**src/rtl/core/swlf_pkg.sv**
```systemverilog
// Shared types, constants and the fit micro-program for the sliding-window line fit.
`timescale 1ns / 1ps
`default_nettype none

package swlf_pkg;

   // Datapath widths fixed by the result format.
   localparam int WIDE_W = 128;
   localparam int QUO_W = 64;

   // Defaults for the top-level parameters.
   localparam int DEF_WINDOW = 64;
   localparam int DEF_COORD_BITS = 28;

   // Fraction bits of the two results.
   localparam int SLOPE_FRAC = 32;
   localparam int ICPT_FRAC = 16;

   localparam logic [QUO_W-1:0] POS_LIMIT = {1'b0, {(QUO_W-1){1'b1}}};
   localparam logic [QUO_W-1:0] NEG_LIMIT = {1'b1, {(QUO_W-1){1'b0}}};

   // Value placed in the accumulator when a micro-op starts.
   typedef enum logic [2:0] {
      LD_ZERO,
      LD_KEEP,
      LD_SX,
      LD_SY,
      LD_SXX,
      LD_SXY
   } load_sel_type;

   // Multiplicand source.
   typedef enum logic [2:0] {
      OPA_OX,
      OPA_OY,
      OPA_NX,
      OPA_NY,
      OPA_SX,
      OPA_SY,
      OPA_SXX,
      OPA_SXY
   } opa_sel_type;

   // Multiplier source, consumed one bit per cycle.
   typedef enum logic [2:0] {
      OPB_ONE,
      OPB_OX,
      OPB_OY,
      OPB_NX,
      OPB_NY,
      OPB_CNT,
      OPB_SX,
      OPB_SY
   } opb_sel_type;

   // Where the accumulator goes when a micro-op ends.
   typedef enum logic [2:0] {
      ST_NONE,
      ST_SX,
      ST_SY,
      ST_SXX,
      ST_SXY,
      ST_DET,
      ST_DIVS,
      ST_DIVI
   } store_sel_type;

   typedef struct packed {
      load_sel_type  load;
      opa_sel_type   opa;
      opb_sel_type   opb;
      logic          sub;
      store_sel_type store;
   } uop_type;

   // Steps of the micro-program, in order.
   typedef enum logic [3:0] {
      ROW_OLD_SX,
      ROW_OLD_SY,
      ROW_OLD_SXX,
      ROW_OLD_SXY,
      ROW_NEW_SX,
      ROW_NEW_SY,
      ROW_NEW_SXX,
      ROW_NEW_SXY,
      ROW_DET_NSXX,
      ROW_DET_SXSX,
      ROW_NUMS_NSXY,
      ROW_NUMS_SXSY,
      ROW_NUMI_SXXSY,
      ROW_NUMI_SXSXY
   } row_type;

   // Control for the shared adder.
   typedef struct packed {
      logic sub;
      logic clear_a;
   } alu_ctl_type;

   // Each step computes acc = load +/- A * B and then passes acc to its store target, if any.
   function automatic uop_type uop_lookup(input row_type row);
      uop_type u;
      case (row)
         ROW_OLD_SX:     u = '{LD_SX,   OPA_OX,  OPB_ONE, 1'b1, ST_SX};
         ROW_OLD_SY:     u = '{LD_SY,   OPA_OY,  OPB_ONE, 1'b1, ST_SY};
         ROW_OLD_SXX:    u = '{LD_SXX,  OPA_OX,  OPB_OX,  1'b1, ST_SXX};
         ROW_OLD_SXY:    u = '{LD_SXY,  OPA_OX,  OPB_OY,  1'b1, ST_SXY};
         ROW_NEW_SX:     u = '{LD_SX,   OPA_NX,  OPB_ONE, 1'b0, ST_SX};
         ROW_NEW_SY:     u = '{LD_SY,   OPA_NY,  OPB_ONE, 1'b0, ST_SY};
         ROW_NEW_SXX:    u = '{LD_SXX,  OPA_NX,  OPB_NX,  1'b0, ST_SXX};
         ROW_NEW_SXY:    u = '{LD_SXY,  OPA_NX,  OPB_NY,  1'b0, ST_SXY};
         ROW_DET_NSXX:   u = '{LD_ZERO, OPA_SXX, OPB_CNT, 1'b0, ST_NONE};
         ROW_DET_SXSX:   u = '{LD_KEEP, OPA_SX,  OPB_SX,  1'b1, ST_DET};
         ROW_NUMS_NSXY:  u = '{LD_ZERO, OPA_SXY, OPB_CNT, 1'b0, ST_NONE};
         ROW_NUMS_SXSY:  u = '{LD_KEEP, OPA_SY,  OPB_SX,  1'b1, ST_DIVS};
         ROW_NUMI_SXXSY: u = '{LD_ZERO, OPA_SXX, OPB_SY,  1'b0, ST_NONE};
         ROW_NUMI_SXSXY: u = '{LD_KEEP, OPA_SXY, OPB_SX,  1'b1, ST_DIVI};
         default:        u = '{LD_ZERO, OPA_SX,  OPB_ONE, 1'b0, ST_NONE};
      endcase
      return u;
   endfunction

endpackage

`default_nettype wire

```
**src/rtl/core/swlf_addsub.sv**
```systemverilog
// Shared wide adder/subtractor used by every multiply and divide step.
`timescale 1ns / 1ps
`default_nettype none

module swlf_addsub import swlf_pkg::*; (
   input  logic [WIDE_W-1:0] a,
   input  logic [WIDE_W-1:0] b,
   input  alu_ctl_type       ctl,
   output logic [WIDE_W-1:0] sum,
   output logic              carry
);

   logic [WIDE_W-1:0] a_eff;
   logic [WIDE_W-1:0] b_eff;
   logic [WIDE_W:0]   full;

   // With sub set, carry out is high exactly when a >= b as unsigned values, with a read as zero under clear_a.
   assign a_eff = ctl.clear_a ? '0 : a;
   assign b_eff = ctl.sub ? ~b : b;
   assign full  = {1'b0, a_eff} + {1'b0, b_eff} + {{WIDE_W{1'b0}}, ctl.sub};
   assign sum   = full[WIDE_W-1:0];
   assign carry = full[WIDE_W];

endmodule

`default_nettype wire

```
**config.mk**
```make
export PLATFORM = sky130hd
export DESIGN_NAME = swlf_addsub
export DESIGN_NICKNAME = d
export VERILOG_FILES = /design/src/rtl/core/swlf_pkg.sv /design/src/rtl/core/swlf_addsub.sv
export SDC_FILE = /design/constraint.sdc
export NUM_CORES = 1
export LEC_CHECK = 0
export ABC_AREA = 1
export BUFFER_PORTS_ARGS = -buffer_cell sky130_fd_sc_hd__buf_4
export CORE_MARGIN = 2
export CORE_UTILIZATION = 30
export DETAILED_ROUTE_END_ITERATION = 6
export PLACE_DENSITY = 0.59
export SLEW_MARGIN = 25
export SYNTH_ARGS = -nofsm -noshare
export SYNTH_HDL_FRONTEND = slang
export SYNTH_SLANG_ARGS = --single-unit
export TNS_END_PERCENT = 20
```
**constraint.sdc**
```tcl
create_clock -name vclk -period 3.4
set_input_delay 0.34 -clock vclk [all_inputs]
set_output_delay 0.34 -clock vclk [all_outputs]
set_load 0.01 [all_outputs]
```
* Yosys cells after proc, flatten, opt, wreduce, memory -nomap -nowiden
Index checks and enable logic that the tools add are counted.
** Cells by class
- Muxes and demuxes :: 2
- Add/subtract/negate cells :: 2
- Bitwise gates (word level) :: 1
** Operators by type and width (number)
- $mux 128 :: 2
- $add 128x128->129 :: 1
- $add 129x1->129 :: 1
- $not 128->128 :: 1
** Storage, ports and cells
- Word-level logic and storage cells :: 5
- Output and inout port bits :: 129
- Register bits :: 0
- Input bits :: 258

* Depth between registers and ports, before layout
- Depth in word-level cells :: 4
- Depth in mapped cells :: 20
- Mapped depth without buffers :: 19

* Worst setup path after synthesis
Ideal clock, no wire load.
- Path kind :: input-to-output
- Start :: in ctl[1] in the netlist's numbering
- End :: out sum[64]
- Arrival :: 2.686 ns
- Stages on the path :: 16
- Buffers on the path :: 3
- Data required time :: 3.060 ns
- Setup slack :: 0.374 ns
- Cell sequence :: clkbuf_1 -> buf_2 -> buf_2 -> xor2_1 -> ha_1 -> nand2_1 -> inv_1 -> a21oi_1 -> nor2_1 -> nor2_1 -> inv_1 -> a21oi_1 -> nand3_2 -> nand2_1 -> nand2_1 -> xor2_1
** On the way
- Longest elaborated chain between the ends :: 3
** Ends and longest elaborated chain
- from (decl) :: RTL line swlf_addsub.sv:8 : input alu_ctl_type ctl,
- $mux 128 :: RTL line swlf_addsub.sv:19 : assign b_eff = ctl.sub ? ~b : b;
- $add 128x128->129 :: RTL line swlf_addsub.sv:20 : assign full = {1'b0, a_eff} + {1'b0, b_eff} + {{WIDE_W{1'b0}}, ctl.sub};
- $add 129x1->129 (*) :: RTL line swlf_addsub.sv:20
- to (decl) :: RTL line swlf_addsub.sv:9 : output logic [WIDE_W-1:0] sum,
Mark *: on every way between the ends. The rest lies on a longest branch, timed or not.

* Worst setup path after layout
- Start :: in ctl[1] in the netlist's numbering
- End :: out sum[97]
Same word-level chain as after synthesis.

==> results by group <==
Route
  • Vias per Instance: 4.86
  • Total number of vias: 21200
  • Wire per inst: 18.9 µm
  • 1st-iter DRT viols: 1617
  • DRC: 0
  • Drt total wl: 82300 µm
  • Router iterations before antenna repair: 6
  • Final antenna-violating net count: 0

Power and ir drop
  • VDD IR max: 0.129 mV
  • Leakage power: 12.3 nW
  • Tot Pwr: 5.64 mW
  • Pwr per Cell Area: 250 nW/µm²

Floorplanning
  • Initial Util: 30.2%
  • Die area: 50800 µm²
  • Row count: 81
  • Core footprint: 48600 µm²
  • Chip width: 225 µm
  • # IOs: 387
  • Die height: 225 µm

Run status
  • Failing checks: negative setup slack
  • Outcome: complete, but fails checks

STA
  • F_max: 0.292 GHz
  • Final hold vios: 0
  • Setup TNS: -0.0381 ns
  • Relative slew slack: 60.9%
  • Min cycle time layout: 3.43 ns
  • Minimum hold slack: 1.02 ns
  • Tightest Pin Transition: 0.580 ns
  • Final Cycle Share: 101%
  • Setup violations, final: 2
  • Max-slew violation count: 0
  • RSZ-0062 raised after global routing: true
  • Final Worst Setup Slack: -0.0276 ns

Setup path
  • Largest stage delay, worst path: 0.38 ns
  • WP data arrival: 3.09 ns
  • Slowest stage cell, crit path: a21oi_1
  • Maximum fanout along the worst path: 13
  • Buf+Inv Stages, Crit Path: 4
  • Startpoint types: input port
  • CP cell instances: buf_6 -> buf_16 -> buf_12 -> xor2_1 -> ha_1 -> a21oi_1 -> o21ai_0 -> nand2_1 -> nand2_1 -> nand2_1 -> nand3_2 -> nand2_1 -> nand2_1 -> nand3_1 -> nand3_1 -> nand2_1 -> nand2_1 -> buf_4
  • Crit path kind: in2out
  • Most frequent CP cell: nand2_1
  • Worst EP required: 3.06 ns
  • Kind of cell adding the most delay to the critical path: simple AND/OR/NAND/NOR gates
  • Worst Setup End Kind: primary output

Cells and area
  • Post-Layout Cell Count: 4363
  • Fillers: 5544
  • Layout cell share with drive strength beyond 1: 33.6%
  • Syn-to-layout area delta: 53.4%
  • Area of the multi-input gates: 13200 µm²
  • Layout Nets: 4128
  • Storage element area: 0 µm²
  • Clock buf count: 0
  • Seq_cells: 0

Global routing
  • Vias in the first global route: 20300
  • First-pass GRT wire length: 118000 µm
  • GR Overflow Total: 0
  • Initial antenna violation count: 2
  • Largest net degree at the start of global routing: 47
  • Overall routing resource usage: 30.8%

Synthesis
  • Post-synthesis cell type count: 36
  • Ys Warns: 0
  • Mapped Cells: 2970
  • Post-Synthesis Net Count: 3356
  • Syn avg cell area: 4.95 µm²
  • Sequential cell area fraction in the yosys report: 0%
  • Mapped cell area: 14700 µm²

Placed design
  • Dpl ws: -0.173 ns
  • DPL Wire Length: 74200 µm
  • Dpl cells: 4342
  • Placer congestion estimate: 1.07
  • Port Buffers: 387

Flow run
  • Max-Cap Viols: 0

Clock tree
  • Cts hold-fix bufs: 0

Hold path
  • HP Class: in2out
==> metal layers <==
| metal | GRT usage [%] | wire, µm | vias up | share of wire (%) |
|---|---|---|---|---|
| li1 | - | - | 10700 | - |
| met1 | 42.5 | 36700 | 9703 | 45 |
| met2 | 51.4 | 36700 | 729 | 45 |
| met3 | 3.61 | 6500 | 95 | 7.9 |
| met4 | 6.52 | 2300 | 0 | 2.8 |
| met5 | 0 | 0 | - | 0 |
==> power by group <==
part / switching (mW) / leakage (nW) / internal [mW] / total [mW]
sequential: 0 / 0 / 0 / 0
combinational: 3.26 / 12.3 / 2.39 / 5.64
clock: 0 / 0.00000607 / 0.000000122 / 0.000000122
==> placed cells by master, fill, tap and decap left out, types with 4 or more instances in the layout <==
| cell | instances |
|---|---|
| nand4_1 | 37 |
| nand3_2 | 19 |
| ha_4 | 8 |
| ha_1 | 105 |
| nand3_1 | 107 |
| nor2_4 | 20 |
| buf_12 | 9 |
| buf_4 | 784 |
| a21oi_1 | 162 |
| inv_1 | 545 |
| o21ai_1 | 51 |
| o21a_1 | 8 |
| nor3_2 | 14 |
| nor2_2 | 128 |
| xor2_2 | 9 |
| nor3_1 | 20 |
| a21oi_2 | 63 |
| o21ai_0 | 97 |
| nand3_4 | 5 |
| nand2_2 | 65 |
| a21o_1 | 6 |
| xor2_1 | 188 |
| clkinv_1 | 4 |
| nand2_1 | 766 |
| o21bai_1 | 18 |
| inv_2 | 93 |
| nand2_4 | 7 |
| nor2_1 | 357 |
| ha_2 | 14 |
==> Yosys cell counts, drive strengths merged <==
master / number / area [µm²]
nand2: 838 / 3220
nor3: 36 / 247
nor4: 4 / 46.3
a21boi: 6 / 45.1
clkbuf: 13 / 48.8
nand4: 37 / 231
buf: 15 / 72.6
nor2b: 1 / 6.26
o21bai: 21 / 158
o21ai: 151 / 756
fa: 1 / 20.0
a31oi: 1 / 6.26
ha: 127 / 1590
o22ai: 1 / 6.26
nor2: 505 / 2090
o21a: 8 / 60.1
a21oi: 227 / 1140
xor2: 197 / 1730
clkinv: 4 / 15.0
a21o: 6 / 45.0
o211ai: 2 / 20.0
inv: 638 / 2390
nand3: 131 / 751
==> cell families after synthesis <==
| kind of cell | count (synthesis) | synth area share (%) |
|---|---|---|
| buffers and inverters | 670 | 17.2 |
| adder cells (fa/ha/maj) | 128 | 11.0 |
| AO/OA/AOI/OAI | 423 | 15.2 |
| AND/OR/NAND/NOR | 1552 | 44.9 |
| XOR/XNOR | 197 | 11.7 |
==> cell type report <==
type | count | share of cell area, %
Inverter | 642 | 10.7
Multi-Input combinational cell | 2300 | 58.4
Tap cell | 622 | 3.45
Antenna cell | 1 | 0.0111
Timing Repair Buffer | 798 | 27.4
==> worst min-delay path, cell delays in order <==
cell and delay, ns:
buf_4 0.10, o22ai_1 0.09, buf_4 0.15
==> worst paths after layout <==
path   start  endpoint  cells after the start
max   ctl[1]   sum[97]                     18
min     a[0]    sum[0]                      3
==> through the flow <==
| step | utilization, % | instance area (µm²) |
|---|---|---|
| 4_1_cts | 43.9 | 21400 |
| 6_report | 46.3 | 22500 |
| 2_1_floorplan | - | 14700 |
| 5_1_grt | 46.3 | 22500 |
| 3_3_place_gp | 43.8 | 21300 |
| 3_5_place_dp | 43.8 | 21300 |
==> what timing repair did <==
item,CTS,global route
pin swaps,0,42
resized for setup,16,301
cloned,0,2
endpoints found under the setup margin,19,94
buffers inserted,0,18
Power figures use the tool's default switching activity.
